===== config.mk =====
export PLATFORM = sky130hd
export DESIGN_NAME = polygon_area_perimeter_stream_flat
export DESIGN_NICKNAME = d
export VERILOG_FILES = /design/src/rtl/apa_pkg.sv /design/src/rtl/apa_stream_if.sv /design/src/rtl/polygon_area_perimeter_stream.sv /design/src/rtl/apa_isqrt.sv /design/src/flat_wrapper.sv
export SDC_FILE = /design/constraint.sdc
export NUM_CORES = 2
export LEC_CHECK = 0
export BUFFER_PORTS_ARGS = -buffer_cell sky130_fd_sc_hd__clkbuf_2
export CORE_MARGIN = 5
export CORE_UTILIZATION = 61
export DETAILED_ROUTE_END_ITERATION = 16
export PLACE_DENSITY = 0.84
export RECOVER_POWER = 25
export SETUP_SLACK_MARGIN = 0.02
export SLEW_MARGIN = 20
export SYNTH_ARGS = -nofsm -noshare
export SYNTH_HDL_FRONTEND = slang
export SYNTH_SLANG_ARGS = --single-unit

===== constraint.sdc =====
create_clock -name clk_i -period 20.1 [get_ports clk_i]
set_input_delay 0 -clock clk_i [delete_from_list [all_inputs] [get_ports clk_i]]
set_output_delay 0 -clock clk_i [all_outputs]
set_load 0.01 [all_outputs]

===== src/rtl/apa_pkg.sv =====
// ----------------------------------------------------------------------------
// apa_pkg
// Shared widths and defaults for the polygon area and perimeter block.
// ----------------------------------------------------------------------------
package apa_pkg;

  // Payload widths of the stream fields
  localparam int unsigned CoordInW = 16;
  localparam int unsigned AreaW    = 40;
  localparam int unsigned LenW     = 27;
  localparam int unsigned TotalW   = 11;

  // Internal arithmetic widths
  localparam int unsigned OpW    = CoordInW + 1;  // coordinate difference
  localparam int unsigned ProdW  = 2 * OpW;       // multiplier product
  localparam int unsigned SqW    = ProdW;         // dx^2 + dy^2
  localparam int unsigned RootW  = SqW / 2;       // edge length
  localparam int unsigned CrossW = 43;            // shoelace accumulator

  // Defaults for the top-level parameters
  localparam int unsigned DefMaxVertices = 1024;
  localparam int unsigned DefCoordWidth  = 16;

endpackage


===== src/rtl/apa_stream_if.sv =====
// ----------------------------------------------------------------------------
// apa_stream_if
// Valid/ready channels carrying polygon vertices in and polygon results out.
// ----------------------------------------------------------------------------
interface apa_vertex_if;
  import apa_pkg::*;

  logic                       valid;
  logic                       ready;
  logic signed [CoordInW-1:0] vertex_x;
  logic signed [CoordInW-1:0] vertex_y;
  logic                       last_vertex;

  modport source (output valid, output vertex_x, output vertex_y, output last_vertex,
                  input ready);
  modport sink   (input valid, input vertex_x, input vertex_y, input last_vertex,
                  output ready);
endinterface

interface apa_result_if;
  import apa_pkg::*;

  logic              valid;
  logic              ready;
  logic [AreaW-1:0]  polygon_area;
  logic [LenW-1:0]   polygon_perimeter;
  logic [TotalW-1:0] vertex_total;
  logic              overflow_flag;

  modport source (output valid, output polygon_area, output polygon_perimeter,
                  output vertex_total, output overflow_flag, input ready);
  modport sink   (input valid, input polygon_area, input polygon_perimeter,
                  input vertex_total, input overflow_flag, output ready);
endinterface


===== src/rtl/polygon_area_perimeter_stream.sv =====
// ----------------------------------------------------------------------------
// polygon_area_perimeter_stream
// Shoelace area and floor-length perimeter of a streamed closed polygon.
// ----------------------------------------------------------------------------
// Vertices arrive one per request as signed Q8.8 x/y, the final one flagged
// by last_vertex; one result (area Q24.16, perimeter Q19.8, vertex count and
// overflow flag) follows each final vertex. Each edge runs through one shared
// 17x17 multiplier for four products (dx*dx, dy*dy and the two cross terms),
// then through a bit-serial square root unit that resolves one root bit per
// cycle and flags done in the cycle after its last root bit resolves. A
// polygon's first vertex is only stored; for every later vertex the edge to
// it runs through the multiplier steps, then the root is started and awaited.
// The final vertex also runs the closing edge, and the result register is
// loaded once it is free; a lone-vertex polygon runs only the closing edge.
// The next polygon can start while a result waits to be taken. Accumulators
// and the vertex count saturate and set overflow_flag.
module polygon_area_perimeter_stream #(
  parameter int unsigned MAX_VERTICES = apa_pkg::DefMaxVertices,
  parameter int unsigned COORD_WIDTH  = apa_pkg::DefCoordWidth
) (
  input  logic         clk_i,
  input  logic         rst_ni,
  apa_vertex_if.sink   vertex_i,
  apa_result_if.source result_o
);
  import apa_pkg::*;

  localparam int unsigned CoordW = (COORD_WIDTH > CoordInW) ? CoordInW : COORD_WIDTH;
  localparam int unsigned CntW   = $clog2(MAX_VERTICES + 1);

  typedef enum logic [4:0] {
    ST_IDLE = 5'b00001,
    ST_MUL  = 5'b00010,
    ST_ROOT = 5'b00100,
    ST_WAIT = 5'b01000,
    ST_EMIT = 5'b10000
  } state_e;

  state_e state_q, state_d;

  logic [CoordW-1:0] first_x_q, first_y_q;
  logic [CoordW-1:0] prev_x_q, prev_y_q;
  logic [CoordW-1:0] cur_x_q, cur_y_q;
  logic              last_q;
  logic              close_q;
  logic [2:0]        step_q;

  logic signed [ProdW-1:0]  prod_q;
  logic [SqW-1:0]           sq_q;
  logic signed [ProdW-1:0]  term_q;
  logic signed [CrossW-1:0] cross_q;
  logic [LenW-1:0]          len_q;
  logic [CntW-1:0]          cnt_q;
  logic                     ovf_q;

  logic              out_valid_q;
  logic [AreaW-1:0]  area_q;
  logic [LenW-1:0]   perim_q;
  logic [TotalW-1:0] total_q;
  logic              oflag_q;

  logic                     accept;
  logic                     out_free;
  logic signed [OpW-1:0]    ax, ay, bx, by, dx, dy;
  logic signed [OpW-1:0]    mul_a, mul_b;
  logic signed [ProdW-1:0]  mul_p;
  logic signed [CrossW:0]   cross_sum;
  logic                     cross_ovf;
  logic signed [CrossW-1:0] cross_sat;
  logic [LenW:0]            len_sum;
  logic [CrossW-1:0]        mag;
  logic                     area_sat;
  logic                     root_start;
  logic                     root_done;
  logic [RootW-1:0]         root;

  function automatic logic signed [OpW-1:0] ext(input logic [CoordW-1:0] v);
    ext = {{(OpW - CoordW){v[CoordW-1]}}, v};
  endfunction

  assign accept   = vertex_i.valid && vertex_i.ready;
  assign out_free = !out_valid_q || result_o.ready;

  // Ordinary edge runs previous->current; closing edge runs current->first
  assign ax = close_q ? ext(cur_x_q)   : ext(prev_x_q);
  assign ay = close_q ? ext(cur_y_q)   : ext(prev_y_q);
  assign bx = close_q ? ext(first_x_q) : ext(cur_x_q);
  assign by = close_q ? ext(first_y_q) : ext(cur_y_q);
  assign dx = bx - ax;
  assign dy = by - ay;

  always_comb begin
    case (step_q[1:0])
      2'd0:    begin mul_a = dx; mul_b = dx; end
      2'd1:    begin mul_a = dy; mul_b = dy; end
      2'd2:    begin mul_a = ax; mul_b = by; end
      2'd3:    begin mul_a = bx; mul_b = ay; end
      default: begin mul_a = dx; mul_b = dx; end
    endcase
  end
  assign mul_p = mul_a * mul_b;

  // Saturating shoelace and length accumulation
  assign cross_sum = (CrossW + 1)'(cross_q) + (CrossW + 1)'(term_q);
  assign cross_ovf = (cross_sum[CrossW] != cross_sum[CrossW-1]);
  always_comb begin
    if (!cross_ovf) begin
      cross_sat = cross_sum[CrossW-1:0];
    end else if (cross_sum[CrossW]) begin
      cross_sat = {1'b1, {(CrossW - 1){1'b0}}};
    end else begin
      cross_sat = {1'b0, {(CrossW - 1){1'b1}}};
    end
  end
  assign len_sum  = (LenW + 1)'(len_q) + (LenW + 1)'(root);
  assign mag      = cross_q[CrossW-1] ? (CrossW'(0) - cross_q) : cross_q;
  assign area_sat = mag[CrossW-1] | mag[CrossW-2];

  assign root_start = (state_q == ST_ROOT);

  apa_isqrt u_isqrt (
    .clk_i      (clk_i),
    .rst_ni     (rst_ni),
    .start_i    (root_start),
    .radicand_i (sq_q),
    .done_o     (root_done),
    .root_o     (root)
  );

  always_comb begin
    state_d = state_q;
    case (state_q)
      ST_IDLE: begin
        if (accept && ((cnt_q != '0) || vertex_i.last_vertex)) begin
          state_d = ST_MUL;
        end
      end
      ST_MUL: begin
        if (step_q == 3'd4) begin
          state_d = ST_ROOT;
        end
      end
      ST_ROOT: begin
        state_d = ST_WAIT;
      end
      ST_WAIT: begin
        if (root_done) begin
          if (close_q) begin
            state_d = ST_EMIT;
          end else if (last_q) begin
            state_d = ST_MUL;
          end else begin
            state_d = ST_IDLE;
          end
        end
      end
      ST_EMIT: begin
        if (out_free) begin
          state_d = ST_IDLE;
        end
      end
      default: begin
        state_d = ST_IDLE;
      end
    endcase
  end

  always_ff @(posedge clk_i or negedge rst_ni) begin
    if (!rst_ni) begin
      state_q     <= ST_IDLE;
      cnt_q       <= '0;
      ovf_q       <= 1'b0;
      cross_q     <= '0;
      len_q       <= '0;
      close_q     <= 1'b0;
      step_q      <= '0;
      out_valid_q <= 1'b0;
    end else begin
      state_q <= state_d;
      if ((state_q == ST_EMIT) && out_free) begin
        out_valid_q <= 1'b1;
      end else if (result_o.ready) begin
        out_valid_q <= 1'b0;
      end
      case (state_q)
        ST_IDLE: begin
          if (accept) begin
            step_q  <= '0;
            close_q <= (cnt_q == '0);
            if (cnt_q >= CntW'(MAX_VERTICES)) begin
              cnt_q <= CntW'(MAX_VERTICES);
              ovf_q <= 1'b1;
            end else begin
              cnt_q <= cnt_q + 1'b1;
            end
          end
        end
        ST_MUL: begin
          step_q <= step_q + 1'b1;
        end
        ST_ROOT: begin
          cross_q <= cross_sat;
          if (cross_ovf) begin
            ovf_q <= 1'b1;
          end
        end
        ST_WAIT: begin
          if (root_done) begin
            if (len_sum[LenW]) begin
              len_q <= '1;
              ovf_q <= 1'b1;
            end else begin
              len_q <= len_sum[LenW-1:0];
            end
            if (!close_q && last_q) begin
              close_q <= 1'b1;
              step_q  <= '0;
            end
          end
        end
        ST_EMIT: begin
          if (out_free) begin
            cnt_q       <= '0;
            ovf_q       <= 1'b0;
            cross_q     <= '0;
            len_q       <= '0;
            close_q     <= 1'b0;
          end
        end
        default: begin
          close_q <= 1'b0;
        end
      endcase
    end
  end

  // Payload registers
  always_ff @(posedge clk_i) begin
    if (accept) begin
      cur_x_q  <= vertex_i.vertex_x[CoordW-1:0];
      cur_y_q  <= vertex_i.vertex_y[CoordW-1:0];
      prev_x_q <= cur_x_q;
      prev_y_q <= cur_y_q;
      last_q   <= vertex_i.last_vertex;
      if (cnt_q == '0) begin
        first_x_q <= vertex_i.vertex_x[CoordW-1:0];
        first_y_q <= vertex_i.vertex_y[CoordW-1:0];
      end
    end
    if (state_q == ST_MUL) begin
      prod_q <= mul_p;
      case (step_q)
        3'd1:    sq_q   <= SqW'(prod_q);
        3'd2:    sq_q   <= sq_q + SqW'(prod_q);
        3'd3:    term_q <= prod_q;
        3'd4:    term_q <= term_q - prod_q;
        default: sq_q   <= sq_q;
      endcase
    end
    if ((state_q == ST_EMIT) && out_free) begin
      area_q  <= area_sat ? '1 : mag[AreaW:1];
      perim_q <= len_q;
      total_q <= TotalW'(cnt_q);
      oflag_q <= ovf_q | area_sat;
    end
  end

  assign vertex_i.ready             = (state_q == ST_IDLE);
  assign result_o.valid             = out_valid_q;
  assign result_o.polygon_area      = area_q;
  assign result_o.polygon_perimeter = perim_q;
  assign result_o.vertex_total      = total_q;
  assign result_o.overflow_flag     = oflag_q;

endmodule


===== src/rtl/apa_isqrt.sv =====
// ----------------------------------------------------------------------------
// apa_isqrt
// Digit-by-digit floor square root, one result bit per cycle.
// ----------------------------------------------------------------------------
module apa_isqrt (
  input  logic                        clk_i,
  input  logic                        rst_ni,
  input  logic                        start_i,
  input  logic [apa_pkg::SqW-1:0]     radicand_i,
  output logic                        done_o,
  output logic [apa_pkg::RootW-1:0]   root_o
);
  import apa_pkg::*;

  localparam int unsigned RemW  = RootW + 4;
  localparam int unsigned StepW = $clog2(RootW);

  logic             busy_q;
  logic             done_q;
  logic [StepW-1:0] step_q;
  logic [SqW-1:0]   rad_q;
  logic [RemW-1:0]  rem_q;
  logic [RootW-1:0] root_q;

  logic [RemW-1:0]  rem_cat;
  logic [RemW-1:0]  trial;
  logic             fits;

  // Bring down the next two radicand bits and try root*4+1
  assign rem_cat = {rem_q[RemW-3:0], rad_q[SqW-1 -: 2]};
  assign trial   = RemW'({root_q, 2'b01});
  assign fits    = (rem_cat >= trial);

  always_ff @(posedge clk_i or negedge rst_ni) begin
    if (!rst_ni) begin
      busy_q <= 1'b0;
      done_q <= 1'b0;
      step_q <= '0;
    end else begin
      // Flag the cycle after the last root bit resolves
      done_q <= busy_q && !start_i && (step_q == '0);
      if (start_i) begin
        busy_q <= 1'b1;
        step_q <= StepW'(RootW - 1);
      end else if (busy_q) begin
        step_q <= step_q - 1'b1;
        if (step_q == '0) begin
          busy_q <= 1'b0;
        end
      end
    end
  end

  always_ff @(posedge clk_i) begin
    if (start_i) begin
      rad_q  <= radicand_i;
      rem_q  <= '0;
      root_q <= '0;
    end else if (busy_q) begin
      rad_q  <= {rad_q[SqW-3:0], 2'b00};
      rem_q  <= fits ? (rem_cat - trial) : rem_cat;
      root_q <= {root_q[RootW-2:0], fits};
    end
  end

  assign done_o = done_q;
  assign root_o = root_q;

endmodule


===== src/flat_wrapper.sv =====
// flat-port wrapper written by rule: the top's interface ports become plain ports
module polygon_area_perimeter_stream_flat import apa_pkg::*;
#(
  parameter int unsigned MAX_VERTICES = apa_pkg::DefMaxVertices,
  parameter int unsigned COORD_WIDTH  = apa_pkg::DefCoordWidth
)
  (clk_i, rst_ni, vertex_i_valid, vertex_i_vertex_x, vertex_i_vertex_y, vertex_i_last_vertex, vertex_i_ready, result_o_valid, result_o_polygon_area, result_o_polygon_perimeter, result_o_vertex_total, result_o_overflow_flag, result_o_ready);
  apa_vertex_if vertex_i_i ();
  apa_result_if result_o_i ();
  input  logic clk_i;
  input  logic rst_ni;
  input wire logic [$bits(vertex_i_i.valid)-1:0] vertex_i_valid;
  input wire logic [$bits(vertex_i_i.vertex_x)-1:0] vertex_i_vertex_x;
  input wire logic [$bits(vertex_i_i.vertex_y)-1:0] vertex_i_vertex_y;
  input wire logic [$bits(vertex_i_i.last_vertex)-1:0] vertex_i_last_vertex;
  output wire logic [$bits(vertex_i_i.ready)-1:0] vertex_i_ready;
  output wire logic [$bits(result_o_i.valid)-1:0] result_o_valid;
  output wire logic [$bits(result_o_i.polygon_area)-1:0] result_o_polygon_area;
  output wire logic [$bits(result_o_i.polygon_perimeter)-1:0] result_o_polygon_perimeter;
  output wire logic [$bits(result_o_i.vertex_total)-1:0] result_o_vertex_total;
  output wire logic [$bits(result_o_i.overflow_flag)-1:0] result_o_overflow_flag;
  input wire logic [$bits(result_o_i.ready)-1:0] result_o_ready;
  assign vertex_i_i.valid = vertex_i_valid;
  assign vertex_i_i.vertex_x = vertex_i_vertex_x;
  assign vertex_i_i.vertex_y = vertex_i_vertex_y;
  assign vertex_i_i.last_vertex = vertex_i_last_vertex;
  assign vertex_i_ready = vertex_i_i.ready;
  assign result_o_valid = result_o_i.valid;
  assign result_o_polygon_area = result_o_i.polygon_area;
  assign result_o_polygon_perimeter = result_o_i.polygon_perimeter;
  assign result_o_vertex_total = result_o_i.vertex_total;
  assign result_o_overflow_flag = result_o_i.overflow_flag;
  assign result_o_i.ready = result_o_ready;
  polygon_area_perimeter_stream #(.MAX_VERTICES(MAX_VERTICES), .COORD_WIDTH(COORD_WIDTH)) u_core (.clk_i(clk_i), .rst_ni(rst_ni), .vertex_i(vertex_i_i), .result_o(result_o_i));
endmodule

==> summary.txt <==
syn_nets: 4608
DIE HEIGHT: 260 um
CTS tree: built
Crit path largest cell delay: 770 ps
FP Rows: 91
unrepaired setup endpoints after global routing: no
fin crit period: 11370 ps
register area: 0.0126 mm^2
category of the most critical setup path: register to register
PortBufs: 117
met2 GRT Util: 44.9%
failing checks: max-capacitance violations, max-slew violations
area of the multi-input gates: 0.0234 mm^2
crit path max fanout: 55
Top Ports: 118
initial drt markers: 2419
largest net degree at the start of global routing: 86
grt met1 use: 34.8%
clk buf depth: 3
starting density of the core: 61.6%
share of the synthesized area in the top cell type: 24.6%
CTS H-tree depth: 2
Synth area leaders: edfxtp_1 25%, fa_1 16%, ha_1 8.9%
setup TNS: 0 ps
post-synthesis sequential area ratio: 33.0%
vias in the first global route: 29600
Clock Latency Late Sink: 610 ps
register bit total from synthesis: 447
Nets: 4723
DRC viols: 0
Die X: 260 um
flop-to-flop setup slack: 8730 ps
initial antenna violation count: 0
Antenna diodes: 0
Final Hold Viols: 0
worst clock skew: 33.6 ps
Tcrit/Tclk final: 56.6%
status: complete, but fails checks
Post-synth EDFFs: 312
pre-CTS WS: 8840 ps
final worst setup slack: 8730 ps
clk slew on worst S/H paths: 60 ps
wire per inst: 17.7 um
data arrival time of the critical path: 11680 ps
critical path's most frequent cell: fa_1
Vias/cell: 5.92
Final HPWL DP: 66600 um
Peak Freq: 87.9 MHz
DRT Pass-1 Iters: 5
first-pass GRT wire length: 148000 um
gpl congestion: 1.01
CTS Buf Count: 47
total track usage: 26.2%
vias: 29500
Layout area overhead: 8.77%
busiest grt layer: met2
FILL cells: 4801
setup violators final: 0
Crit path required time: 20410 ps
fraction of layout cells with a size suffix above 1: 5.49%
Slew @ Worst Pin: 1590 ps
clock sinks: 447
Post-DRT Antenna Nets: 0
CP Launch Type: register
Worst Hold Class: input pin to register
Synth area leader: edfxtp_1
core area: 0.0618 mm^2
final core occ: 67.0%
Unique masters post-synth: 85
Congestion Overflow GR: 0
Syn Std Cell Area: 0.0381 mm^2
Syn. warnings: 0
Critical Path Sink Type: register
critical path's slowest cell: a21oi_1
Rel. slew slack: -5.73%
max-cap viol count: 1
syn_area_per_cell: 9.53 um^2
count of final max-slew check failures: 28
Mapped Cells: 3997
share of synthesized registers carrying an async set or reset: 22.1%
Top FF cell, synth: edfxtp_1
clock root buffer: clkbuf_16
met3 usage: 3.59%
die area: 0.0676 mm^2
postcts setup bufs: 0
Routed Wire Length: 88300 um
## registers in the layout, summed over array words and instances (netlist names), 11 cells and up
signal,cells
u_core.u_isqrt.rad_q,34
u_core.prod_q,34
u_core.cnt_q,11
u_core.prev_y_q,16
u_core.len_q,27
u_core.term_q,34
u_core.cur_y_q,16
u_core.cross_q,43
u_core.result_o.vertex_total,11
u_core.prev_x_q,16
u_core.cur_x_q,16
u_core.first_y_q,16
u_core.first_x_q,16
u_core.result_o.polygon_area,40
u_core.u_isqrt.root_o,17
u_core.sq_q,34
u_core.result_o.polygon_perimeter,27
u_core.u_isqrt.rem_q,19
## stage by stage
step           cell area, um^2  instances  hold WS [ps]
6_report                 41400       4988          67.0
5_1_grt                  41400       4988          73.1
4_1_cts                  41600       4988          33.4
3_5_place_dp             39600       4863         -41.0
3_3_place_gp             39600       4863         -40.0
2_1_floorplan            38100       3997          -296
## layer usage
metal | part of all wire (%) | vias up
li1 | - | 14000
met1 | 41 | 14200
met2 | 48 | 1131
met3 | 7.0 | 228
met4 | 3.5 | 0
met5 | 0 | -
## synth_stat cells (32+ instances only)
library cell and instances:
nand2_1 537, inv_1 445, edfxtp_1 312, fa_1 302, nor2_1 301, ha_1 272, o21ai_0 269, a21oi_1 212
xnor2_1 118, clkbuf_1 111, xor2_1 100, dfrtp_1 98, a21o_1 78, nand2b_1 63, mux2i_1 62, nor3_1 53
a31oi_1 44, nor2b_1 40, o21a_1 40, dfxtp_1 36, mux2_2 36, and2_1 32
## worst max-delay path, delay by kind of cell (launching register included)
family,cells,cell delay (ps)
DFF,1,580
adders and majority gates,8,4380
muxes,1,280
buffers and inverters,4,1030
xor gates and xnor gates,1,100
AOI/OAI and AO/OA,14,4030
and+or+nand+nor,4,630
## layout make-up
class                   instances  area share (%)
multi-input cells            2976            56.5
inverters                     446            4.04
well taps                     837            2.53
clock inverters                27           0.631
clock buffers                  61            3.24
repair buffers                194            2.72
flip-flops and latches        447            30.3
## cells in the final DEF, fill, tap and decap left out, types with 22 or more instances in the layout
| cell | Yosys | layout |
|---|---|---|
| nand2b_1 | 63 | 62 |
| edfxtp_1 | 312 | 312 |
| buf_4 | 0 | 40 |
| mux2_2 | 36 | 36 |
| or3_1 | 28 | 28 |
| nor2_1 | 301 | 298 |
| and2_1 | 32 | 32 |
| and3_1 | 29 | 29 |
| nor3_1 | 53 | 53 |
| nand3_1 | 29 | 29 |
| o21a_1 | 40 | 40 |
| clkbuf_16 | 0 | 50 |
| nor2b_1 | 40 | 40 |
| xnor2_1 | 118 | 117 |
| o21ai_0 | 269 | 269 |
| inv_1 | 445 | 445 |
| ha_1 | 272 | 272 |
| dfxtp_1 | 36 | 36 |
| o31ai_1 | 29 | 29 |
| dlygate4sd3_1 | 0 | 36 |
| a21o_1 | 78 | 78 |
| xor2_1 | 100 | 100 |
| nand2_1 | 537 | 535 |
| clkbuf_1 | 111 | 105 |
| fa_1 | 302 | 302 |
| dfrtp_1 | 98 | 96 |
| mux2i_1 | 62 | 62 |
| a31oi_1 | 44 | 44 |
| a21oi_1 | 212 | 211 |
| a211oi_1 | 24 | 22 |
## path summary, 6_finish.rpt
| path | cells after the start | end | from |
|---|---|---|---|
| worst max-delay path | 32 | u_core.prod_q[33] | u_core.close_q |
| worst min-delay path | 4 | u_core.step_q[1] | vertex_i_valid |
| worst max register to register | 32 | u_core.prod_q[33] | u_core.close_q |
| worst min register to register | 0 | u_core.prev_y_q[12] | u_core.cur_y_q[12] |
| max in group asynchronous | 4 | u_core.close_q | rst_ni |
| min in group asynchronous | 3 | u_core.state_q[0] | rst_ni |
## logic make-up (layout without fill, tap and decap cells)
| group | count (synthesis) | in the layout | share of synthesized area, % |
|---|---|---|---|
| AND/OR/NAND/NOR | 1195 | 1195 | 14.0 |
| AO/OA/AOI/OAI | 891 | 891 | 14.7 |
| adder cells (fa/ha/maj) | 574 | 574 | 24.8 |
| buffers and inverters | 574 | 728 | 5.74 |
| flip-flops | 447 | 447 | 33.0 |
| XOR/XNOR | 218 | 218 | 5.01 |
| multiplexers | 98 | 98 | 2.69 |
## what timing repair did
action | CTS | global route
hold buffers | 37 | 0
hold endpoints to repair | 98 | 0
resized for setup | 0 | 0
Power is not shown: default switching activity piles up to over one toggle a cycle in this logic, so the estimate is an artifact.
